===== src/rtl/core/lthb_pkg.sv =====
// ----------------------------------------------------------------------------
// lthb_pkg
// Shared widths, types, register indexes and helpers for the lookahead
// threshold bundler.
// ----------------------------------------------------------------------------
package lthb_pkg;

    localparam int WINDOW_DEPTH = 64;
    localparam int DATA_W       = 16;
    localparam int HANG_W       = 7;
    localparam int MODE_W       = 2;
    localparam int CFG_IDX_W    = 3;
    localparam int CNT_W        = $clog2(WINDOW_DEPTH + 1);
    localparam int IDX_W        = (WINDOW_DEPTH > 1) ? $clog2(WINDOW_DEPTH) : 1;
    localparam int NCMP_W       = (CNT_W > HANG_W) ? CNT_W : HANG_W;

    typedef logic signed [DATA_W-1:0] q88_t;
    typedef logic [CNT_W-1:0]         count_t;
    typedef logic [IDX_W-1:0]         idx_t;
    typedef logic [HANG_W-1:0]        hang_t;
    typedef logic [CFG_IDX_W-1:0]     cfg_idx_t;

    localparam count_t DEPTH_CNT = CNT_W'(WINDOW_DEPTH);
    localparam idx_t   LAST_IDX  = IDX_W'(WINDOW_DEPTH - 1);

    typedef enum logic [MODE_W-1:0] {
        MODE_EXTREMUM  = 2'd0,
        MODE_PREVIOUS  = 2'd1,
        MODE_THRESHOLD = 2'd2,
        MODE_SET       = 2'd3
    } replace_mode_t;

    localparam cfg_idx_t REG_THRESHOLD    = 3'd0;
    localparam cfg_idx_t REG_HANG_IN      = 3'd1;
    localparam cfg_idx_t REG_HANG_OUT     = 3'd2;
    localparam cfg_idx_t REG_REPLACE_ABV  = 3'd3;
    localparam cfg_idx_t REG_REPLACE_BLW  = 3'd4;
    localparam cfg_idx_t REG_SET_ABOVE    = 3'd5;
    localparam cfg_idx_t REG_SET_BELOW    = 3'd6;
    localparam cfg_idx_t REG_BINARIZE     = 3'd7;

    // Summary of the lookahead span as seen by the row of cells.
    typedef struct packed {
        logic all_above;
        logic none_above;
    } window_status_t;

    // A hang count beyond the window is limited to the window length.
    function automatic count_t clamp_hang(input hang_t h);
        count_t r;
        if (NCMP_W'(h) > NCMP_W'(WINDOW_DEPTH))
            r = DEPTH_CNT;
        else
            r = CNT_W'(h);
        return r;
    endfunction

endpackage


===== src/rtl/core/lthb_channels.sv =====
// ----------------------------------------------------------------------------
// lthb_channels
// Valid/ready channel interfaces for samples and bundled results.
// ----------------------------------------------------------------------------
interface lthb_sample_if;
    import lthb_pkg::*;

    logic valid;
    logic ready;
    q88_t sample;

    modport source (output valid, output sample, input ready);
    modport sink   (input valid, input sample, output ready);
endinterface

interface lthb_result_if;
    import lthb_pkg::*;

    logic valid;
    logic ready;
    q88_t out_value;
    logic side_above;

    modport source (output valid, output out_value, output side_above, input ready);
    modport sink   (input valid, input out_value, input side_above, output ready);
endinterface


===== src/rtl/core/lookahead_threshold_bundler_top.sv =====
// ----------------------------------------------------------------------------
// lookahead_threshold_bundler_top
// Single-channel lookahead threshold bundler on signed Q8.8 samples.
// ----------------------------------------------------------------------------
// Samples arrive on sample_ch and bundled results leave on result_ch, both
// valid/ready. Registers are written through cfg_write_en/cfg_index/cfg_data
// while the block is idle, a rule for the user that the block does not enforce,
// and apply to the next sample. The window is a row of cells that shifts once
// per accepted sample. The first WINDOW_DEPTH-1 samples only fill it and produce
// no result; after that each sample yields one result for the oldest entry.
// A sample that yields a result goes through shift, evaluate and the load of
// the output register. When the window extremum is needed as replacement, the
// window rotates once through the head cell to find it, between evaluate and load.
// The output register lets the block take the next sample while a result
// waits; a stalled receiver holds the block in its final step until the
// register frees. Reset empties the window, clears the side and the last
// kept value, and loads the register defaults.
// ----------------------------------------------------------------------------
module lookahead_threshold_bundler_top (
    input  logic                      clk,
    input  logic                      rst_n,
    lthb_sample_if.sink               sample_ch,
    lthb_result_if.source             result_ch,
    input  logic                      cfg_write_en,
    input  lthb_pkg::cfg_idx_t        cfg_index,
    input  logic [lthb_pkg::DATA_W-1:0] cfg_data
);
    import lthb_pkg::*;

    typedef enum logic [1:0] {
        ST_IDLE,
        ST_EVAL,
        ST_SWEEP,
        ST_EMIT
    } state_t;

    // Configuration registers.
    q88_t          threshold_reg;
    hang_t         hang_in_reg;
    hang_t         hang_out_reg;
    replace_mode_t replace_above_reg;
    replace_mode_t replace_below_reg;
    q88_t          set_above_reg;
    q88_t          set_below_reg;
    logic          binarize_reg;

    state_t state_reg,     state_next;
    count_t fill_reg,      fill_next;
    logic   first_reg,     first_next;
    logic   above_reg,     above_next;
    q88_t   last_kept_reg, last_kept_next;
    q88_t   res_reg,       res_next;
    idx_t   sweep_idx_reg, sweep_idx_next;
    logic   out_valid_reg, out_valid_next;
    q88_t   out_value_reg, out_value_next;
    logic   out_side_reg,  out_side_next;

    logic           in_accept;
    logic           rotate;
    q88_t           head;
    q88_t           tail_in;
    count_t         span;
    window_status_t status;
    logic           head_above;
    replace_mode_t  mode;

    assign in_accept = sample_ch.valid && sample_ch.ready;
    assign span      = clamp_hang(above_reg ? hang_out_reg : hang_in_reg);
    assign tail_in   = in_accept ? sample_ch.sample : head;
    assign head_above = (head > threshold_reg);

    lthb_chain u_chain (
        .clk       (clk),
        .shift_en  (in_accept || rotate),
        .tail_in   (tail_in),
        .threshold (threshold_reg),
        .span      (span),
        .head      (head),
        .status    (status)
    );

    always_ff @(posedge clk or negedge rst_n)
    begin
        if (!rst_n)
        begin
            threshold_reg     <= '0;
            hang_in_reg       <= '0;
            hang_out_reg      <= '0;
            replace_above_reg <= MODE_PREVIOUS;
            replace_below_reg <= MODE_PREVIOUS;
            set_above_reg     <= '0;
            set_below_reg     <= '0;
            binarize_reg      <= 1'b0;
        end
        else if (cfg_write_en)
        begin
            case (cfg_index)
                REG_THRESHOLD:   threshold_reg     <= cfg_data;
                REG_HANG_IN:     hang_in_reg       <= cfg_data[HANG_W-1:0];
                REG_HANG_OUT:    hang_out_reg      <= cfg_data[HANG_W-1:0];
                REG_REPLACE_ABV: replace_above_reg <= replace_mode_t'(cfg_data[MODE_W-1:0]);
                REG_REPLACE_BLW: replace_below_reg <= replace_mode_t'(cfg_data[MODE_W-1:0]);
                REG_SET_ABOVE:   set_above_reg     <= cfg_data;
                REG_SET_BELOW:   set_below_reg     <= cfg_data;
                REG_BINARIZE:    binarize_reg      <= cfg_data[0];
                default:         binarize_reg      <= binarize_reg;
            endcase
        end
    end

    always_comb
    begin
        state_next     = state_reg;
        fill_next      = fill_reg;
        first_next     = first_reg;
        above_next     = above_reg;
        last_kept_next = last_kept_reg;
        res_next       = res_reg;
        sweep_idx_next = sweep_idx_reg;
        out_valid_next = out_valid_reg && !result_ch.ready;
        out_value_next = out_value_reg;
        out_side_next  = out_side_reg;
        rotate         = 1'b0;
        mode           = MODE_PREVIOUS;

        case (state_reg)
            ST_IDLE:
            begin
                if (in_accept)
                begin
                    if (first_reg)
                    begin
                        above_next     = (sample_ch.sample > threshold_reg);
                        last_kept_next = sample_ch.sample;
                        first_next     = 1'b0;
                    end
                    if (fill_reg != DEPTH_CNT)
                    begin
                        fill_next = fill_reg + 1'b1;
                    end
                    if (fill_next == DEPTH_CNT)
                    begin
                        state_next = ST_EVAL;
                    end
                end
            end

            ST_EVAL:
            begin
                state_next = ST_EMIT;
                if (status.all_above || status.none_above)
                begin
                    // A uniform lookahead decides the side; a zero span keeps it.
                    if (span != '0)
                    begin
                        above_next = status.all_above;
                    end
                    res_next       = head;
                    last_kept_next = head;
                end
                else if (above_reg == head_above)
                begin
                    res_next       = head;
                    last_kept_next = head;
                end
                else
                begin
                    mode = above_reg ? replace_below_reg : replace_above_reg;
                    case (mode)
                        MODE_EXTREMUM:
                        begin
                            res_next       = head;
                            sweep_idx_next = '0;
                            state_next     = ST_SWEEP;
                        end
                        MODE_PREVIOUS:  res_next = last_kept_reg;
                        MODE_THRESHOLD: res_next = threshold_reg;
                        default:        res_next = above_reg ? set_above_reg : set_below_reg;
                    endcase
                end
            end

            ST_SWEEP:
            begin
                // The window rotates a full turn, so it ends where it began.
                rotate = 1'b1;
                if (CNT_W'(sweep_idx_reg) < span)
                begin
                    if ((above_reg && (head > res_reg)) || (!above_reg && (head <= res_reg)))
                    begin
                        res_next = head;
                    end
                end
                sweep_idx_next = sweep_idx_reg + 1'b1;
                if (sweep_idx_reg == LAST_IDX)
                begin
                    state_next = ST_EMIT;
                end
            end

            ST_EMIT:
            begin
                if (!out_valid_reg || result_ch.ready)
                begin
                    out_valid_next = 1'b1;
                    out_side_next  = above_reg;
                    if (binarize_reg)
                        out_value_next = (res_reg <= threshold_reg) ? set_below_reg
                                                                    : set_above_reg;
                    else
                        out_value_next = res_reg;
                    state_next = ST_IDLE;
                end
            end

            default:
            begin
                state_next = ST_IDLE;
            end
        endcase
    end

    always_ff @(posedge clk or negedge rst_n)
    begin
        if (!rst_n)
        begin
            state_reg     <= ST_IDLE;
            fill_reg      <= '0;
            first_reg     <= 1'b1;
            above_reg     <= 1'b0;
            last_kept_reg <= '0;
            res_reg       <= '0;
            sweep_idx_reg <= '0;
            out_valid_reg <= 1'b0;
            out_value_reg <= '0;
            out_side_reg  <= 1'b0;
        end
        else
        begin
            state_reg     <= state_next;
            fill_reg      <= fill_next;
            first_reg     <= first_next;
            above_reg     <= above_next;
            last_kept_reg <= last_kept_next;
            res_reg       <= res_next;
            sweep_idx_reg <= sweep_idx_next;
            out_valid_reg <= out_valid_next;
            out_value_reg <= out_value_next;
            out_side_reg  <= out_side_next;
        end
    end

    assign sample_ch.ready      = (state_reg == ST_IDLE);
    assign result_ch.valid      = out_valid_reg;
    assign result_ch.out_value  = out_value_reg;
    assign result_ch.side_above = out_side_reg;

`ifndef SYNTHESIS
    a_result_from_emit: assert property (@(posedge clk) disable iff (!rst_n)
        $rose(out_valid_reg) |-> $past(state_reg == ST_EMIT))
        else $error("result appeared outside the emit step");

    a_full_window_evaluates: assert property (@(posedge clk) disable iff (!rst_n)
        (in_accept && (fill_reg == DEPTH_CNT || fill_reg == DEPTH_CNT - 1'b1))
            |=> (state_reg == ST_EVAL))
        else $error("sample into a full window was not evaluated");

    a_sweep_needs_full: assert property (@(posedge clk) disable iff (!rst_n)
        (state_reg == ST_SWEEP) |-> (fill_reg == DEPTH_CNT && !first_reg))
        else $error("extremum sweep on a window that is not full");
`endif

endmodule


===== src/rtl/core/lthb_cell.sv =====
// ----------------------------------------------------------------------------
// lthb_cell
// One window entry: holds a sample, takes its neighbor's value on a shift
// and reports whether it lies above threshold inside the lookahead span.
// ----------------------------------------------------------------------------
module lthb_cell (
    input  logic            clk,
    input  logic            shift_en,
    input  lthb_pkg::q88_t  d_in,
    input  lthb_pkg::q88_t  threshold,
    input  lthb_pkg::count_t span,
    input  lthb_pkg::count_t cell_idx,
    output lthb_pkg::q88_t  q,
    output logic            in_span,
    output logic            above
);
    import lthb_pkg::*;

    q88_t value_reg;

    always_ff @(posedge clk)
    begin
        if (shift_en)
        begin
            value_reg <= d_in;
        end
    end

    assign q       = value_reg;
    assign in_span = (cell_idx < span);
    assign above   = in_span && (value_reg > threshold);

endmodule


===== src/rtl/core/lthb_chain.sv =====
// ----------------------------------------------------------------------------
// lthb_chain
// Row of window cells, oldest at the head. A shift moves every entry one
// place toward the head and loads the tail; feeding the head back rotates.
// ----------------------------------------------------------------------------
module lthb_chain (
    input  logic                    clk,
    input  logic                    shift_en,
    input  lthb_pkg::q88_t          tail_in,
    input  lthb_pkg::q88_t          threshold,
    input  lthb_pkg::count_t        span,
    output lthb_pkg::q88_t          head,
    output lthb_pkg::window_status_t status
);
    import lthb_pkg::*;

    q88_t                    q_vec [WINDOW_DEPTH];
    q88_t                    d_vec [WINDOW_DEPTH];
    logic [WINDOW_DEPTH-1:0] span_vec;
    logic [WINDOW_DEPTH-1:0] above_vec;

    genvar i;
    generate
        for (i = 0; i < WINDOW_DEPTH; i++)
        begin : g_cell
            if (i == WINDOW_DEPTH - 1)
            begin : g_tail
                assign d_vec[i] = tail_in;
            end
            else
            begin : g_body
                assign d_vec[i] = q_vec[i+1];
            end

            lthb_cell u_cell (
                .clk       (clk),
                .shift_en  (shift_en),
                .d_in      (d_vec[i]),
                .threshold (threshold),
                .span      (span),
                .cell_idx  (CNT_W'(i)),
                .q         (q_vec[i]),
                .in_span   (span_vec[i]),
                .above     (above_vec[i])
            );
        end
    endgenerate

    assign head              = q_vec[0];
    assign status.all_above  = &(above_vec | ~span_vec);
    assign status.none_above = ~|above_vec;

endmodule

===== src/flat_wrapper.sv =====
// flat-port wrapper written by rule: the top's interface ports become plain ports
module lookahead_threshold_bundler_top_flat import lthb_pkg::*;
  (clk, rst_n, cfg_write_en, cfg_index, cfg_data, sample_ch_valid, sample_ch_sample, sample_ch_ready, result_ch_valid, result_ch_out_value, result_ch_side_above, result_ch_ready);
  lthb_sample_if sample_ch_i ();
  lthb_result_if result_ch_i ();
  input  logic clk;
  input  logic rst_n;
  input  logic cfg_write_en;
  input  lthb_pkg::cfg_idx_t cfg_index;
  input  logic [lthb_pkg::DATA_W-1:0] cfg_data;
  input wire logic [$bits(sample_ch_i.valid)-1:0] sample_ch_valid;
  input wire logic [$bits(sample_ch_i.sample)-1:0] sample_ch_sample;
  output wire logic [$bits(sample_ch_i.ready)-1:0] sample_ch_ready;
  output wire logic [$bits(result_ch_i.valid)-1:0] result_ch_valid;
  output wire logic [$bits(result_ch_i.out_value)-1:0] result_ch_out_value;
  output wire logic [$bits(result_ch_i.side_above)-1:0] result_ch_side_above;
  input wire logic [$bits(result_ch_i.ready)-1:0] result_ch_ready;
  assign sample_ch_i.valid = sample_ch_valid;
  assign sample_ch_i.sample = sample_ch_sample;
  assign sample_ch_ready = sample_ch_i.ready;
  assign result_ch_valid = result_ch_i.valid;
  assign result_ch_out_value = result_ch_i.out_value;
  assign result_ch_side_above = result_ch_i.side_above;
  assign result_ch_i.ready = result_ch_ready;
  lookahead_threshold_bundler_top u_core (.clk(clk), .rst_n(rst_n), .sample_ch(sample_ch_i), .result_ch(result_ch_i), .cfg_write_en(cfg_write_en), .cfg_index(cfg_index), .cfg_data(cfg_data));
endmodule

===== config.mk =====
export PLATFORM = sky130hd
export DESIGN_NAME = lookahead_threshold_bundler_top_flat
export DESIGN_NICKNAME = d
export VERILOG_FILES = /design/src/rtl/core/lthb_pkg.sv /design/src/rtl/core/lthb_channels.sv /design/src/rtl/core/lookahead_threshold_bundler_top.sv /design/src/rtl/core/lthb_cell.sv /design/src/rtl/core/lthb_chain.sv /design/src/flat_wrapper.sv
export SDC_FILE = /design/constraint.sdc
export NUM_CORES = 2
export LEC_CHECK = 0
export ABC_CLOCK_PERIOD_IN_PS = 30900
export BUFFER_PORTS_ARGS = -buffer_cell sky130_fd_sc_hd__buf_2
export CAP_MARGIN = 0
export CORE_ASPECT_RATIO = 1.2
export CORE_MARGIN = 1
export CORE_UTILIZATION = 50
export CTS_CLUSTER_SIZE = 40
export DETAILED_ROUTE_END_ITERATION = 6
export PLACE_DENSITY = 0.72
export SETUP_SLACK_MARGIN = 0.4
export SLEW_MARGIN = 40
export SYNTH_ARGS = -nofsm -noshare
export SYNTH_HDL_FRONTEND = slang
export SYNTH_HIERARCHICAL = 1
export SYNTH_SLANG_ARGS = --single-unit
export TNS_END_PERCENT = 30

===== constraint.sdc =====
create_clock -name clk -period 30.9 [get_ports clk]
set_clock_uncertainty 0.2 [all_clocks]
set_input_delay 3.09 -clock clk [delete_from_list [all_inputs] [get_ports clk]]
set_output_delay 3.09 -clock clk [all_outputs]
set_load 0.01 [all_outputs]

==> results.txt <==
cells after synthesis - 7157
gr ovfl total - 0
Row Count - 158
Synth-to-Final Area Change - 11.2%
hold buffers post-CTS - 0
total track usage - 24.5%
post-DP HPWL - 139000 µm
initial antenna violation count - 3
via count - 55500
layout net count - 9325
largest net degree at the start of global routing - 115
pwr/cell area - 106 nW/µm²
dpl ws - 22.51 ns
Worst VDD drop - 0.0686 mV
Fillers - 12600
Routed WL per cell - 19.3 µm
Mapped Area - 77800 µm²
max frequency - 120 MHz
# setup viols final - 0
# Max-Cap Violations - 0
CP required - 31.35 ns
#FFs+latches synth - 1158
Hold Path Class - flip-flop to flip-flop
global route hottest layer - met2
Clock Path Buffers - 3
Initial DRC Count - 3952
IO Count - 59
Initial Util - 50.4%
CTS Buf Count - 117
Avg Synthesized Cell Area - 10.9 µm²
RSZ-0062 raised after global routing - false
grt met3 use - 2.88%
Period minus WS final - 8.35 ns
CP endpoint kind - flip-flop
n_diodes - 0
Vias/cell - 5.57
CTS tree - done
Largest register FFs - 1024
fin area - 86500 µm²
setup slack after layout - 22.55 ns
async set-or-reset flop fraction in the synthesized netlist - 11.6%
final WL - 192000 µm
Port Buf Inserts - 58
arrival time worst endpoint - 8.80 ns
final hold vios - 0
worst-skew pair later-pin latency - 0.78 ns
status - finished clean
P_leak - 39.6 nW
Pre-Repair DR Iteration Count - 6
Area after DPL - 82800 µm²
fin. max-slew vios - 0
Startpoint Class - flip-flop
Netlist cell types - 74
crit share post-route - 27.0%
DRT antenna net count - 0
chip width - 362 µm
first-pass GRT wire length - 303000 µm
die height - 434 µm
Root Driver - clkbuf_16
Post-synth EDFFs - 1024
Critical Setup Path Class - flip-flop to flip-flop
GPL Wtd Cong - 0.914
CTS Sinks - 1158
crit path max fanout - 64
Relative slew margins - 41.1%
layout cell share with drive strength beyond 1 - 8.19%
met2 Use GR - 43.5%
Slew @ Worst Pin - 0.876 ns
die area - 157000 µm²
residual DRC count - 0
htree depth - 3
register area share after synthesis - 43.8%
met1 usage - 29.3%
Post-CTS Resized - 0
Post-CTS Setup Bufs - 0
Yosys warning total - 6
Fin Setup TNS - 0 ns
ys flop type - edfxtp_1
Clk pin slew, worst setup/hold paths - 0.07 ns
CORE AREA - 154000 µm²
vias in the first global route - 57000
## path summary, 6_finish.rpt
path	start	cells past startpoint	endpoint	slack, ns
max	u_core/above_reg	24	u_core/last_kept_reg[3]	22.55
min	u_core/u_chain/g_cell[3].u_cell/q[0]	0	u_core/u_chain/g_cell[2].u_cell/q[0]	0.23
max reg2reg	u_core/above_reg	24	u_core/last_kept_reg[3]	22.55
min reg2reg	u_core/u_chain/g_cell[3].u_cell/q[0]	0	u_core/u_chain/g_cell[2].u_cell/q[0]	0.23
max in group asynchronous	rst_n	2	u_core/threshold_reg[0]	27.33
min in group asynchronous	rst_n	1	u_core/set_below_reg[13]	2.14
## cells by family (layout without fill, tap and decap cells)
| logic type | count (synthesis) | in the layout | synth area share [%] |
|---|---|---|---|
| buffers and inverters | 1576 | 1862 | 7.63 |
| adder cells (fa/ha/maj) | 1484 | 1484 | 23.9 |
| AND/OR/NAND/NOR | 1422 | 1422 | 10.4 |
| AO/OA/AOI/OAI | 1331 | 1331 | 11.4 |
| flip-flops | 1158 | 1158 | 43.8 |
| multiplexers | 176 | 176 | 2.74 |
| XOR/XNOR | 8 | 8 | 0.0901 |
| other | 2 | 448 | 0.00965 |
## stage by stage
stage | hold WS [ns] | total power, mW | utilization [%] | cells
floorplan | 0.226 | 6.98 | - | 7603
global placement | 0.231 | 7.35 | 53.6 | 9757
detailed placement | 0.232 | 7.65 | 53.7 | 9762
CTS | 0.237 | 9.12 | 56.0 | 9969
global route | 0.248 | 9.83 | 56.0 | 9969
finish | 0.226 | 9.13 | 56.0 | 9969
## report_power, final
| group | switching, mW | internal, mW | leakage [nW] |
|---|---|---|---|
| clock network | 0.625 | 0.774 | 1.80 |
| logic | 2.63 | 1.65 | 26.5 |
| registers | 0.575 | 2.87 | 11.3 |
| total | 3.83 | 5.30 | 39.6 |
## cell type report
| class | instances | area (µm²) | share of cell area [%] |
|---|---|---|---|
| clock buffer | 158 | 3200 | 3.70 |
| inverter | 1542 | 5790 | 6.69 |
| sequential | 1158 | 34200 | 39.5 |
| tap | 2080 | 2600 | 3.01 |
| multi-input combinational | 4869 | 39500 | 45.7 |
| clock inverter | 49 | 462 | 0.534 |
| timing repair buffer | 113 | 805 | 0.930 |
## critical path, stage by stage, from the launching register on
cell and delay, ns:
dfrtp_1 0.34, buf_4 0.43, mux2i_1 0.53, inv_2 0.41, nand2b_1 0.22, nand2_1 0.12, inv_2 0.08, buf_6 0.52
inv_1 0.10, ha_1 0.33, nand2_1 0.08, o21ai_1 0.05, a21o_1 0.17, a41oi_1 0.55, and4_1 0.36, inv_1 0.13
a2111oi_2 0.46, nand4_1 0.19, nor4_2 0.81, nor3_1 0.24, and4_4 0.28, a311oi_4 0.36, nand3_4 0.19, a21oi_4 0.61
mux2_2 0.41
## per-layer routing
| metal | vias up | wire length, µm |
|---|---|---|
| met5 | - | 13 |
| met4 | 2 | 9280 |
| met3 | 395 | 9170 |
| met2 | 1428 | 95300 |
| met1 | 27100 | 78300 |
| li1 | 26600 | - |
## placed cells by master (no fill, tap or decap), types with 131 or more instances in the layout
master / n
a21oi_1: 526
nand2_1: 544
nor3_1: 135
inv_1: 1534
a21o_1: 202
nor2b_1: 180
ha_1: 1484
conb_1: 448
edfxtp_1: 1024
and4_1: 131
## cells in the mapped netlist (13+ instances only)
cell type | count | area share (%)
inv_1 | 1540 | 7.4
ha_1 | 1484 | 24
edfxtp_1 | 1024 | 40
nand2_1 | 546 | 2.6
a21oi_1 | 526 | 3.4
a21o_1 | 202 | 1.9
nor2b_1 | 180 | 1.4
nor3_1 | 136 | 0.87
and4_1 | 131 | 1.5
dfrtp_1 | 131 | 4.2
o21ai_1 | 127 | 0.82
o21ai_0 | 97 | 0.62
mux2_2 | 95 | 1.4
nand4_1 | 85 | 0.68
nor4_1 | 84 | 0.68
nand3_1 | 80 | 0.51
a211oi_1 | 67 | 0.65
nand4_2 | 66 | 1.1
or4_1 | 66 | 0.64
o31ai_1 | 65 | 0.63
a21boi_2 | 63 | 0.91
a41oi_1 | 63 | 0.71
o211ai_2 | 63 | 1.0
mux2i_1 | 54 | 0.69
clkbuf_1 | 28 | 0.14
nor2_1 | 18 | 0.087
mux4_2 | 16 | 0.46
a2111oi_0 | 13 | 0.15
(Power assumes the default switching activity.)
